### src/rtl/msrfd_pkg.sv
// shared types and constants of the job dispatcher
package msrfd_pkg;

  localparam int IN_TDATA_W  = 32;
  localparam int OUT_TDATA_W = 40;
  localparam int CFG_INDEX_W = 2;
  localparam int CFG_DATA_W  = 16;

  localparam logic [1:0] KIND_ACCEPT = 2'd0;
  localparam logic [1:0] KIND_DROP   = 2'd1;
  localparam logic [1:0] KIND_REPORT = 2'd2;

  localparam logic REQ_ARRIVAL = 1'b0;
  localparam logic REQ_TICK    = 1'b1;

  localparam logic MODE_RR   = 1'b0;
  localparam logic MODE_FCFS = 1'b1;

  localparam logic [CFG_INDEX_W-1:0] CFG_WORKERS = 2'd0;
  localparam logic [CFG_INDEX_W-1:0] CFG_SLICE   = 2'd1;
  localparam logic [CFG_INDEX_W-1:0] CFG_MODE    = 2'd2;

  typedef enum logic [5:0] {
    ST_IDLE = 6'b000001,
    ST_ARR  = 6'b000010,
    ST_RD   = 6'b000100,
    ST_ASGN = 6'b001000,
    ST_DEC  = 6'b010000,
    ST_REP  = 6'b100000
  } state_t;

endpackage

### src/rtl/multi_server_rr_fcfs_dispatcher_top.sv
// job dispatcher: one fifo of waiting jobs feeding several workers, round robin or fcfs
// arrival: result registered once the output register is free; input ready again as it turns valid
// tick with n active workers: per worker a fifo head read and a take, then per worker a pass
// through the shared decrement unit, then one report per worker
// results wait in an output register; a tick gives n reports, an arrival one result
// rst is synchronous: fifo empty, all workers free, config registers at defaults; fifo ram kept
module multi_server_rr_fcfs_dispatcher_top #(
  parameter int MAX_WORKERS = 8,
  parameter int QUEUE_DEPTH = 64
) (
  input  logic                                   clk,
  input  logic                                   rst,
  input  logic                                   s_axis_tvalid,
  output logic                                   s_axis_tready,
  // job_id, job_weight, job_quantity
  input  logic [msrfd_pkg::IN_TDATA_W-1:0]       s_axis_tdata,
  // req_type
  input  logic                                   s_axis_tuser,
  output logic                                   m_axis_tvalid,
  input  logic                                   m_axis_tready,
  // worker_index, worker_busy, held_job, time_left, all_idle, zero pad
  output logic [msrfd_pkg::OUT_TDATA_W-1:0]      m_axis_tdata,
  // report_kind
  output logic [1:0]                             m_axis_tuser,
  // last_of_run
  output logic                                   m_axis_tlast,
  input  logic                                   cfg_valid,
  output logic                                   cfg_ready,
  input  logic [msrfd_pkg::CFG_INDEX_W-1:0]      cfg_index,
  input  logic [msrfd_pkg::CFG_DATA_W-1:0]       cfg_data
);

  localparam int WIDX_W = (MAX_WORKERS > 1) ? $clog2(MAX_WORKERS) : 1;
  localparam int CMP_W  = WIDX_W + 5;
  localparam int QA_W   = $clog2(QUEUE_DEPTH);
  localparam int QC_W   = $clog2(QUEUE_DEPTH + 1);

  msrfd_pkg::state_t state;

  logic [3:0]        workers_in_use;
  logic [15:0]       slice_length;
  logic              schedule_mode;

  logic [WIDX_W-1:0] widx;
  logic [QA_W-1:0]   queue_head;
  logic [QC_W-1:0]   queue_count;

  logic [15:0]       worker_job       [MAX_WORKERS];
  logic [15:0]       worker_remaining [MAX_WORKERS];
  logic [15:0]       worker_slice     [MAX_WORKERS];
  logic [MAX_WORKERS-1:0] busy_flag;

  logic [15:0]       wait_ids   [QUEUE_DEPTH];
  logic [15:0]       wait_times [QUEUE_DEPTH];
  logic [15:0]       rd_id;
  logic [15:0]       rd_time;

  logic [15:0]       arr_id;
  logic [15:0]       arr_time;

  logic              rep_busy [MAX_WORKERS];
  logic [15:0]       rep_job  [MAX_WORKERS];
  logic [15:0]       rep_time [MAX_WORKERS];

  logic              out_valid;
  logic [1:0]        out_kind;
  logic [2:0]        out_idx;
  logic              out_busy;
  logic [15:0]       out_job;
  logic [15:0]       out_time;
  logic              out_idle;
  logic              out_last;

  logic              s_acc;
  logic              out_free;
  logic              out_load;
  logic [CMP_W-1:0]  n_eff;
  logic [CMP_W-1:0]  widx_c;
  logic              widx_last;
  logic [15:0]       slice_eff;
  logic              q_full;
  logic [QC_W:0]     tail_sum;
  logic [QA_W-1:0]   tail;
  logic [QA_W-1:0]   head_inc;
  logic [15:0]       cur_rem;
  logic [15:0]       cur_job;
  logic [15:0]       cur_slice;
  logic              cur_busy;
  logic [15:0]       rem_dec;
  logic [15:0]       slice_inc;
  logic              slice_hit;
  logic              dec_requeue;
  logic              take;
  logic              push_en;
  logic [15:0]       push_id;
  logic [15:0]       push_time;
  logic              all_idle_now;

  assign s_axis_tready = (state == msrfd_pkg::ST_IDLE);
  assign cfg_ready     = 1'b1;
  assign s_acc         = s_axis_tvalid && s_axis_tready;
  assign out_free      = !out_valid || m_axis_tready;
  assign out_load      = ((state == msrfd_pkg::ST_ARR) || (state == msrfd_pkg::ST_REP)) &&
                         out_free;

  assign m_axis_tvalid = out_valid;
  assign m_axis_tuser  = out_kind;
  assign m_axis_tlast  = out_last;
  assign m_axis_tdata  = {3'b000, out_idle, out_time, out_job, out_busy, out_idx};

  always_comb begin
    if (workers_in_use == 4'd0) begin
      n_eff = CMP_W'(1);
    end else if (CMP_W'(workers_in_use) > CMP_W'(MAX_WORKERS)) begin
      n_eff = CMP_W'(MAX_WORKERS);
    end else begin
      n_eff = CMP_W'(workers_in_use);
    end
  end

  assign widx_c    = CMP_W'(widx);
  assign widx_last = (widx_c == n_eff - CMP_W'(1));
  assign slice_eff = (slice_length == 16'd0) ? 16'd1 : slice_length;

  assign q_full   = (queue_count == QC_W'(QUEUE_DEPTH));
  assign tail_sum = (QC_W+1)'(queue_head) + (QC_W+1)'(queue_count);
  assign tail     = (tail_sum >= (QC_W+1)'(QUEUE_DEPTH)) ?
                    QA_W'(tail_sum - (QC_W+1)'(QUEUE_DEPTH)) : QA_W'(tail_sum);
  assign head_inc = (queue_head == QA_W'(QUEUE_DEPTH - 1)) ? '0 : queue_head + QA_W'(1);

  // shared decrement and slice step for the worker under the pointer
  assign cur_rem     = worker_remaining[widx];
  assign cur_job     = worker_job[widx];
  assign cur_slice   = worker_slice[widx];
  assign cur_busy    = busy_flag[widx];
  assign rem_dec     = cur_rem - 16'd1;
  assign slice_inc   = cur_slice + 16'd1;
  assign slice_hit   = (slice_inc >= slice_eff);
  assign dec_requeue = cur_busy && (rem_dec != 16'd0) &&
                       (schedule_mode == msrfd_pkg::MODE_RR) && slice_hit;

  assign take = (state == msrfd_pkg::ST_ASGN) && !cur_busy && (queue_count != '0);

  always_comb begin
    push_en   = 1'b0;
    push_id   = cur_job;
    push_time = rem_dec;
    case (state)
      msrfd_pkg::ST_ARR: begin
        push_en   = out_free && !q_full;
        push_id   = arr_id;
        push_time = arr_time;
      end
      msrfd_pkg::ST_DEC: begin
        push_en = dec_requeue && !q_full;
      end
      default: begin
        push_en = 1'b0;
      end
    endcase
  end

  assign all_idle_now = (queue_count == '0) && !(|busy_flag);

  // fifo ram
  always_ff @(posedge clk) begin
    if (push_en) begin
      wait_ids[tail]   <= push_id;
      wait_times[tail] <= push_time;
    end
    rd_id   <= wait_ids[queue_head];
    rd_time <= wait_times[queue_head];
  end

  // control
  always_ff @(posedge clk) begin
    if (rst) begin
      state          <= msrfd_pkg::ST_IDLE;
      workers_in_use <= 4'd1;
      slice_length   <= 16'd1;
      schedule_mode  <= msrfd_pkg::MODE_RR;
      widx           <= '0;
      queue_head     <= '0;
      queue_count    <= '0;
      busy_flag      <= '0;
      out_valid      <= 1'b0;
      for (int i = 0; i < MAX_WORKERS; i++) begin
        worker_job[i]       <= 16'd0;
        worker_remaining[i] <= 16'd0;
        worker_slice[i]     <= 16'd0;
      end
    end else begin
      if (cfg_valid && cfg_ready) begin
        case (cfg_index)
          msrfd_pkg::CFG_WORKERS: workers_in_use <= cfg_data[3:0];
          msrfd_pkg::CFG_SLICE:   slice_length   <= cfg_data;
          msrfd_pkg::CFG_MODE:    schedule_mode  <= cfg_data[0];
          default: begin
          end
        endcase
      end

      if (out_load) begin
        out_valid <= 1'b1;
      end else if (m_axis_tready) begin
        out_valid <= 1'b0;
      end

      if (push_en) begin
        queue_count <= queue_count + QC_W'(1);
      end

      case (state)
        msrfd_pkg::ST_IDLE: begin
          if (s_acc) begin
            widx <= '0;
            if (s_axis_tuser == msrfd_pkg::REQ_TICK) begin
              state <= msrfd_pkg::ST_RD;
            end else begin
              state <= msrfd_pkg::ST_ARR;
            end
          end
        end
        msrfd_pkg::ST_ARR: begin
          if (out_free) begin
            state <= msrfd_pkg::ST_IDLE;
          end
        end
        msrfd_pkg::ST_RD: begin
          state <= msrfd_pkg::ST_ASGN;
        end
        msrfd_pkg::ST_ASGN: begin
          if (take) begin
            worker_job[widx]       <= rd_id;
            worker_remaining[widx] <= rd_time;
            worker_slice[widx]     <= 16'd0;
            busy_flag[widx]        <= (rd_time != 16'd0);
            queue_head             <= head_inc;
            queue_count            <= queue_count - QC_W'(1);
          end
          if (widx_last) begin
            widx  <= '0;
            state <= msrfd_pkg::ST_DEC;
          end else begin
            widx  <= widx + WIDX_W'(1);
            state <= msrfd_pkg::ST_RD;
          end
        end
        msrfd_pkg::ST_DEC: begin
          if (cur_busy) begin
            if (rem_dec == 16'd0) begin
              worker_remaining[widx] <= 16'd0;
              worker_slice[widx]     <= 16'd0;
              busy_flag[widx]        <= 1'b0;
            end else if (schedule_mode == msrfd_pkg::MODE_RR) begin
              if (slice_hit) begin
                worker_slice[widx] <= 16'd0;
                if (!q_full) begin
                  worker_remaining[widx] <= 16'd0;
                  worker_job[widx]       <= 16'd0;
                  busy_flag[widx]        <= 1'b0;
                end else begin
                  worker_remaining[widx] <= rem_dec;
                end
              end else begin
                worker_slice[widx]     <= slice_inc;
                worker_remaining[widx] <= rem_dec;
              end
            end else begin
              worker_remaining[widx] <= rem_dec;
            end
          end
          if (widx_last) begin
            widx  <= '0;
            state <= msrfd_pkg::ST_REP;
          end else begin
            widx <= widx + WIDX_W'(1);
          end
        end
        msrfd_pkg::ST_REP: begin
          if (out_free) begin
            if (widx_last) begin
              widx  <= '0;
              state <= msrfd_pkg::ST_IDLE;
            end else begin
              widx <= widx + WIDX_W'(1);
            end
          end
        end
        default: begin
          state <= msrfd_pkg::ST_IDLE;
        end
      endcase
    end
  end

  // payload
  always_ff @(posedge clk) begin
    case (state)
      msrfd_pkg::ST_IDLE: begin
        if (s_acc) begin
          arr_id   <= s_axis_tdata[15:0];
          arr_time <= 16'(s_axis_tdata[23:16]) * 16'(s_axis_tdata[31:24]);
        end
      end
      msrfd_pkg::ST_ARR: begin
        if (out_free) begin
          out_kind <= q_full ? msrfd_pkg::KIND_DROP : msrfd_pkg::KIND_ACCEPT;
          out_idx  <= 3'd0;
          out_busy <= 1'b0;
          out_job  <= arr_id;
          out_time <= arr_time;
          // fifo holds at least one job after an arrival
          out_idle <= 1'b0;
          out_last <= 1'b1;
        end
      end
      msrfd_pkg::ST_DEC: begin
        rep_busy[widx] <= cur_busy;
        rep_job[widx]  <= cur_busy ? cur_job : 16'd0;
        rep_time[widx] <= cur_rem;
      end
      msrfd_pkg::ST_REP: begin
        if (out_free) begin
          out_kind <= msrfd_pkg::KIND_REPORT;
          out_idx  <= 3'(widx);
          out_busy <= rep_busy[widx];
          out_job  <= rep_job[widx];
          out_time <= rep_time[widx];
          out_idle <= all_idle_now;
          out_last <= widx_last;
        end
      end
      default: begin
      end
    endcase
  end

endmodule

### config.mk
export PLATFORM = sky130hd
export DESIGN_NAME = multi_server_rr_fcfs_dispatcher_top
export DESIGN_NICKNAME = d
export VERILOG_FILES = /design/src/rtl/msrfd_pkg.sv /design/src/rtl/multi_server_rr_fcfs_dispatcher_top.sv
export SDC_FILE = /design/constraint.sdc
export NUM_CORES = 2
export LEC_CHECK = 0
export BUFFER_PORTS_ARGS = -buffer_cell sky130_fd_sc_hd__buf_2
export CORE_UTILIZATION = 57
export CTS_BUF_LIST = sky130_fd_sc_hd__clkbuf_16
export DETAILED_ROUTE_END_ITERATION = 6
export PLACE_DENSITY = 0.84
export SLEW_MARGIN = 10
export SYNTH_ARGS = -nofsm -noshare
export SYNTH_HDL_FRONTEND = slang
export SYNTH_SLANG_ARGS = --single-unit
### constraint.sdc
create_clock -name clk -period 6.9 [get_ports clk]
set_input_delay 0.69 -clock clk [delete_from_list [all_inputs] [get_ports clk]]
set_output_delay 0.69 -clock clk [all_outputs]
set_load 0.05 [all_outputs]
[Word-level counts from Yosys, hierarchy flattened]
Memories as Yosys holds them, arrays and structs flattened. A register that Yosys moved wholly into a read port is not among the register bits.
Index checks and enable logic that the tools add are counted.
Word-level totals
  RAM bits: 2696
  input bits: 56
  memories: 8
  word-level logic and storage cells: 257
  flip-flop bits (word level): 124
Memory list
  wait_ids: words 64, bits a word 16, read ports 1, clocked after Yosys merged registers in 1, wr ports 1, line multi_server_rr_fcfs_dispatcher_top.sv:53  | logic [15:0] wait_ids [QUEUE_DEPTH];
  wait_times: words 64, bits a word 16, read ports 1, clocked after Yosys merged registers in 1, wr ports 1, line multi_server_rr_fcfs_dispatcher_top.sv:54  | logic [15:0] wait_times [QUEUE_DEPTH];
  rep_job: words 8, bits a word 16, read ports 1, clocked after Yosys merged registers in 1, wr ports 1, line multi_server_rr_fcfs_dispatcher_top.sv:62  | logic [15:0] rep_job [MAX_WORKERS];
  rep_time: words 8, bits a word 16, read ports 1, clocked after Yosys merged registers in 1, wr ports 1, line multi_server_rr_fcfs_dispatcher_top.sv:63  | logic [15:0] rep_time [MAX_WORKERS];
  worker_job: words 8, bits a word 16, read ports 1, clocked after Yosys merged registers in 1, wr ports 8, line multi_server_rr_fcfs_dispatcher_top.sv:48  | logic [15:0] worker_job [MAX_WORKERS];
  worker_remaining: words 8, bits a word 16, read ports 1, clocked after Yosys merged registers in 1, wr ports 8, line multi_server_rr_fcfs_dispatcher_top.sv:49  | logic [15:0] worker_remaining [MAX_WORKERS];
  +2 memories
Operators by class
  magnitude comparators: 5
  muxes and demuxes: 140
  add/sub/neg operators: 9
  equality and inequality tests: 21
  multipliers: 1
  reductions and logical operators: 43
  bitwise logic cells: 12
Operators by type and width (count)
  $mux 16: 20
  $mux 1: 64
  $pmux 16 s2: 2
  $mux 3: 21
  $mux 8: 7
  $reduce_or 16->1: 3
  $mux 6: 7
  $pmux 6 s6: 1
  $logic_not 16->1: 2
  $reduce_bool 16->1: 2
  $mux 7: 3
  $add 16x1->16 const B: 1
  $ge 16x16->1: 1
  $mul 8x8->16: 1
  $pmux 8 s2: 1
  $sub 16x1->16 const B: 1
  $eq 6x6->1 const B: 2
  $ne 2x2->1 const B: 6
  $logic_and 1x1->1: 11
  $reduce_and 2->1: 5
  $ne 3x3->1 const B: 3
  $or 1x1->1: 9
  $pmux 3 s3: 1
  $add 6x7->8: 1
  45 further kinds: 56

[Depth between registers and ports, before layout]
  depth after elaboration: 16
  mapped depth: 26
  gate-level depth less buffers: 19

[Worst setup path before layout]
No wires, ideal clock.
  kind: flip-flop to flip-flop
  start: register with a tool-made name
  end: memory wait_ids[43][0], enable pin
  cell stages (with the launch flop): 26
  setup slack: -640 ps
  arrival time: 7119 ps
  period minus slack after synthesis: 7540 ps
  cells stage by stage: dfxtp_1 buf_2 buf_2 buf_2 buf_4 buf_2 buf_2 clkbuf_1 buf_1 mux2_2 ha_1 nor3b_1 nand3b_1 xor2_1 ha_1 a21o_1 a211oi_1 a221oi_1 a221oi_1 nor4b_1 o41ai_1 and2_1 clkbuf_2 or3_1 buf_6 nor2_1
RTL lines (line)
  end, declared: multi_server_rr_fcfs_dispatcher_top.sv:53

==> impl_results.rst <==
.. list-table::
   :header-rows: 1

   * - Metric
     - Value
   * - Layout cell share with drive strength beyond 1
     - 0.2645
   * - Area growth, synth to finish
     - 12.16%
   * - R2R cell count
     - 21
   * - Hold_sp
     - cfg_data[6]
   * - FMAX
     - ~150 MHz
   * - Req. time, crit path
     - 7.43 ns
   * - GR met3 Demand/Resource
     - 0.08497
   * - Minimum clock period after layout
     - 6.615 ns
   * - Iter 0 DRT Violations
     - around 10k
   * - Post-detailed-route DRC marker count
     - 0
   * - Worst skew pair latency
     - around 0.96 ns
   * - TritonCTS clock tree
     - done
   * - Post-Syn Area
     - between 100000 and 150000 sq um
   * - Cells along the critical path
     - buf_12, mux4_2, mux2i_1, nor3_1, and3b_1, or3b_2, nor3b_1, xnor2_1, ha_1, nand4_1, a221oi_1, a221oi_1, buf_4, nor4b_1, buf_4, o41ai_1, and2_1, buf_12, or3_1, buf_12, nor2_4
   * - Die Span X
     - roughly 450 um
   * - Combined global-route utilization of all metal layers
     - 0.3247
   * - Depth of the worst hold-timing path
     - 3
   * - Number of synthesized register bits
     - approximately 2.9k
   * - Post-DP HPWL
     - ~180000 um
   * - VDD IR-drop max
     - roughly 0.4 mV
   * - Gate Count Post-Synth
     - approximately 5.5k
   * - CTS H-Tree Depth
     - 5
   * - Largest stage delay on the critical path
     - 0.88 ns
   * - Antenna violations before repair
     - 31
   * - I/O pin total
     - between 100 and 150
   * - Vias in the first global route
     - between 60k and 70k
   * - Vias after detailed routing
     - around 61k
   * - Final setup violation count
     - 0
   * - Final worst slack
     - 0.2849 ns
   * - Share of the yosys chip area belonging to registers
     - 0.7422
   * - Proportion of synthesized flip-flops having asynchronous set or reset
     - 0
   * - Post-layout nets
     - between 5k and 6k
   * - End-of-flow core utilization
     - 0.6430
   * - # port buffers
     - 97
   * - Worst-case clock buffer depth
     - 4
   * - Actual transition at the worst max-transition pin
     - around 1.2 ns
   * - Data arrival time of the critical path
     - between 7 and 8 ns
   * - Final clock period utilization by the worst path
     - 0.9587
   * - Library cell with the largest summed area after synthesis
     - edfxtp_1
   * - TritonCTS sink count
     - ~2.9k
   * - Remaining max-slew budget at the tightest pin
     - 0.1774
   * - Terminus of the critical flop-to-flop path
     - wait_times[45][4]
   * - Top area cells in the synthesized netlist
     - edfxtp_1, mux4_2, dfxtp_1, nor2_1, and2_1
   * - Number of gates resized after CTS
     - 0
   * - Final number of hold-violating endpoints
     - 0
   * - Worst-case hold path end point
     - slice_length[6]
   * - RSZ-0062 raised after global routing
     - false
   * - Master of the slowest instance on the critical path
     - nor2_4
   * - Max-slew violation total from the final report
     - 0
   * - Die area
     - a little over 200000 sq um
   * - Core Area
     - 199500 sq um
   * - TritonRoute pass-1 iters
     - 6
   * - Avg Synthesized Cell Area
     - 20.62 sq um
   * - Standard-cell rows
     - between 150 and 200
   * - Largest fanout on the critical path
     - 32
   * - Post-placement setup slack
     - around 0.51 ns
   * - Worst hold slack after final layout
     - between 0.03 and 0.04 ns
   * - Synth unique cells
     - 71
   * - Crit Path Category
     - register to register
   * - Root buffer selected by CTS
     - clkbuf_16
   * - Most frequent CP cell
     - buf_12
   * - WL final
     - roughly 330000 um
   * - Antenna-violating nets left
     - 0
   * - Overflow left after global routing
     - 0
   * - Class of the tightest hold or removal check
     - input pin to register
   * - Reg-to-reg setup timing slack
     - around 0.28 ns
   * - Area share of the largest cell type after synthesis
     - 0.7269
   * - Yosys Warn Count
     - 0
   * - Outcome
     - finished clean
   * - Prevailing post-synth register cell
     - edfxtp_1
   * - Routability congestion estimate
     - slightly above 0.9
   * - Routed vias/inst
     - between 7 and 8
   * - Setup Fix Bufs, Post-CTS
     - 0
   * - Worst Setup Start Kind
     - register
   * - Floorplan die height
     - approximately 450 um
   * - Grt met2 use
     - 0.5031
   * - Worst Setup End Kind
     - register
   * - Busiest layer in global routing
     - met2
   * - Num CTS Buffers
     - between 200 and 300
   * - Max-cap viol count
     - 0
   * - Wire length of the first global-routing pass
     - around 460000 um
   * - Hold buffer count at cts
     - 21
   * - Starting Density
     - 0.5733
   * - Power density over the cells
     - roughly 280 nW/um^2
   * - Final routed wire length divided by cell count
     - about 38 um
   * - Met1 usage
     - 0.4167
   * - Maximum number of pins on one net before global-route repair
     - about 160
   * - Clock slew at reported path FFs
     - ~0.06 ns
   * - LEAKAGE
     - between 40 and 50 nW
   * - Worst clock skew
     - between 0.06 and 0.07 ns
   * - Number of synthesized flops with an enable pin
     - approximately 2.8k
## worst max-delay path by stage
stage                                     to     start  slack, ns
after floorplan              wait_ids[32][0]  register      -0.29
after global placement    wait_times[16][10]  register       0.57
after detailed placement     wait_ids[56][6]  register       0.51
after CTS                 wait_times[45][13]  register       0.34
after global routing      wait_times[45][13]  register       0.04
final                      wait_times[45][4]  register       0.28
## area by class of cell
| class | count | area [sq um] |
|---|---|---|
| Clock inverter | 203 | 1560 |
| Clock buffer | 290 | 7257 |
| Fill cell | 12180 | 71210 |
| Antenna cell | 9 | 22.52 |
| Timing Repair Buffer | 262 | 2052 |
| Sequential cell | 2855 | 84890 |
| Inverter | 96 | 360.3 |
| Tap cell | 2656 | 3323 |
| Multi-Input combinational cell | 2310 | 28780 |
## synth_stat cells (67+ instances only)
cell type	instances
clkbuf_1	179
ha_1	67
and2_1	176
mux2i_1	105
buf_1	67
dfxtp_1	87
inv_1	96
mux4_2	818
a21oi_1	69
nand2_1	168
edfxtp_1	2768
nor2_1	456
## critical path: cells and delay by family (launching register included)
kind                       cells  cell delay [ns]
AOI/OAI and AO/OA              3             0.61
xor gates and xnor gates       1             0.16
adders and majority gates      1             0.32
buffers and inverters          5             0.94
DFF                            1             0.51
muxes                          2             0.35
and+or+nand+nor                9             3.29
## cells by family after synthesis
kind of cell,share of synthesized area
compound gates,0.01314
buf+inv,0.01347
xor+xnor,0.003983
fa+ha+maj,0.01381
mux,0.1730
other cells,0.00006568
simple gates,0.04035
flops,0.7422
## layer usage
layer  share of wire  vias up
met2            0.47     5600
met3            0.13     1085
li1                -    23070
met1            0.33    31320
met4           0.073       30
met5         0.00067        -
## through the flow
step / cells / cell area, sq um / TNS [ns] / power [mW]
floorplan: 5547 / 114600 / -266.41 / 20.14
global placement: 8158 / 119200 / 0 / 20.61
detailed placement: 8158 / 119200 / 0 / 20.66
CTS: 8672 / 128200 / 0 / 35.54
global route: 8674 / 128200 / 0 / 36.18
finish: 8681 / 128200 / 0 / 35.58
## power by group
group | internal, mW | switching (mW)
logic | 0.311 | 0.789
registers | 19.1 | 0.0998
clock network | 8.53 | 6.71
## flip-flops by register name (all words and copies together) (netlist names), 3 cells and up, named ones only
| name | count |
|---|---|
| arr_time | 16 |
| widx | 3 |
| workers_in_use | 4 |
| state | 6 |
| wait_ids | 1024 |
| out_idx | 3 |
| wait_times | 1024 |
| rd_time | 16 |
| worker_slice | 128 |
| arr_id | 16 |
| rep_busy | 8 |
| rd_id | 16 |
| out_job | 16 |
| queue_count | 7 |
| worker_remaining | 128 |
| worker_job | 128 |
| queue_head | 6 |
| slice_length | 16 |
| out_time | 16 |
| busy_flag | 8 |
| rep_job | 128 |
| rep_time | 128 |
## cell usage in the layout, fill, tap and decap left out, drive strengths merged, types with 21 or more instances in the layout
master / n
a21oi: 69
and2: 176
buf: 241
bufinv: 24
clkbuf: 290
clkinv: 105
dfxtp: 87
dlygate4sd3: 21
edfxtp: 2768
fa: 37
ha: 67
inv: 161
mux2i: 105
mux4: 821
nand2: 168
nand2b: 22
nand3: 43
nor2: 456
nor3: 27
o21ai: 49
xnor2: 37
(Power assumes the default switching activity.)
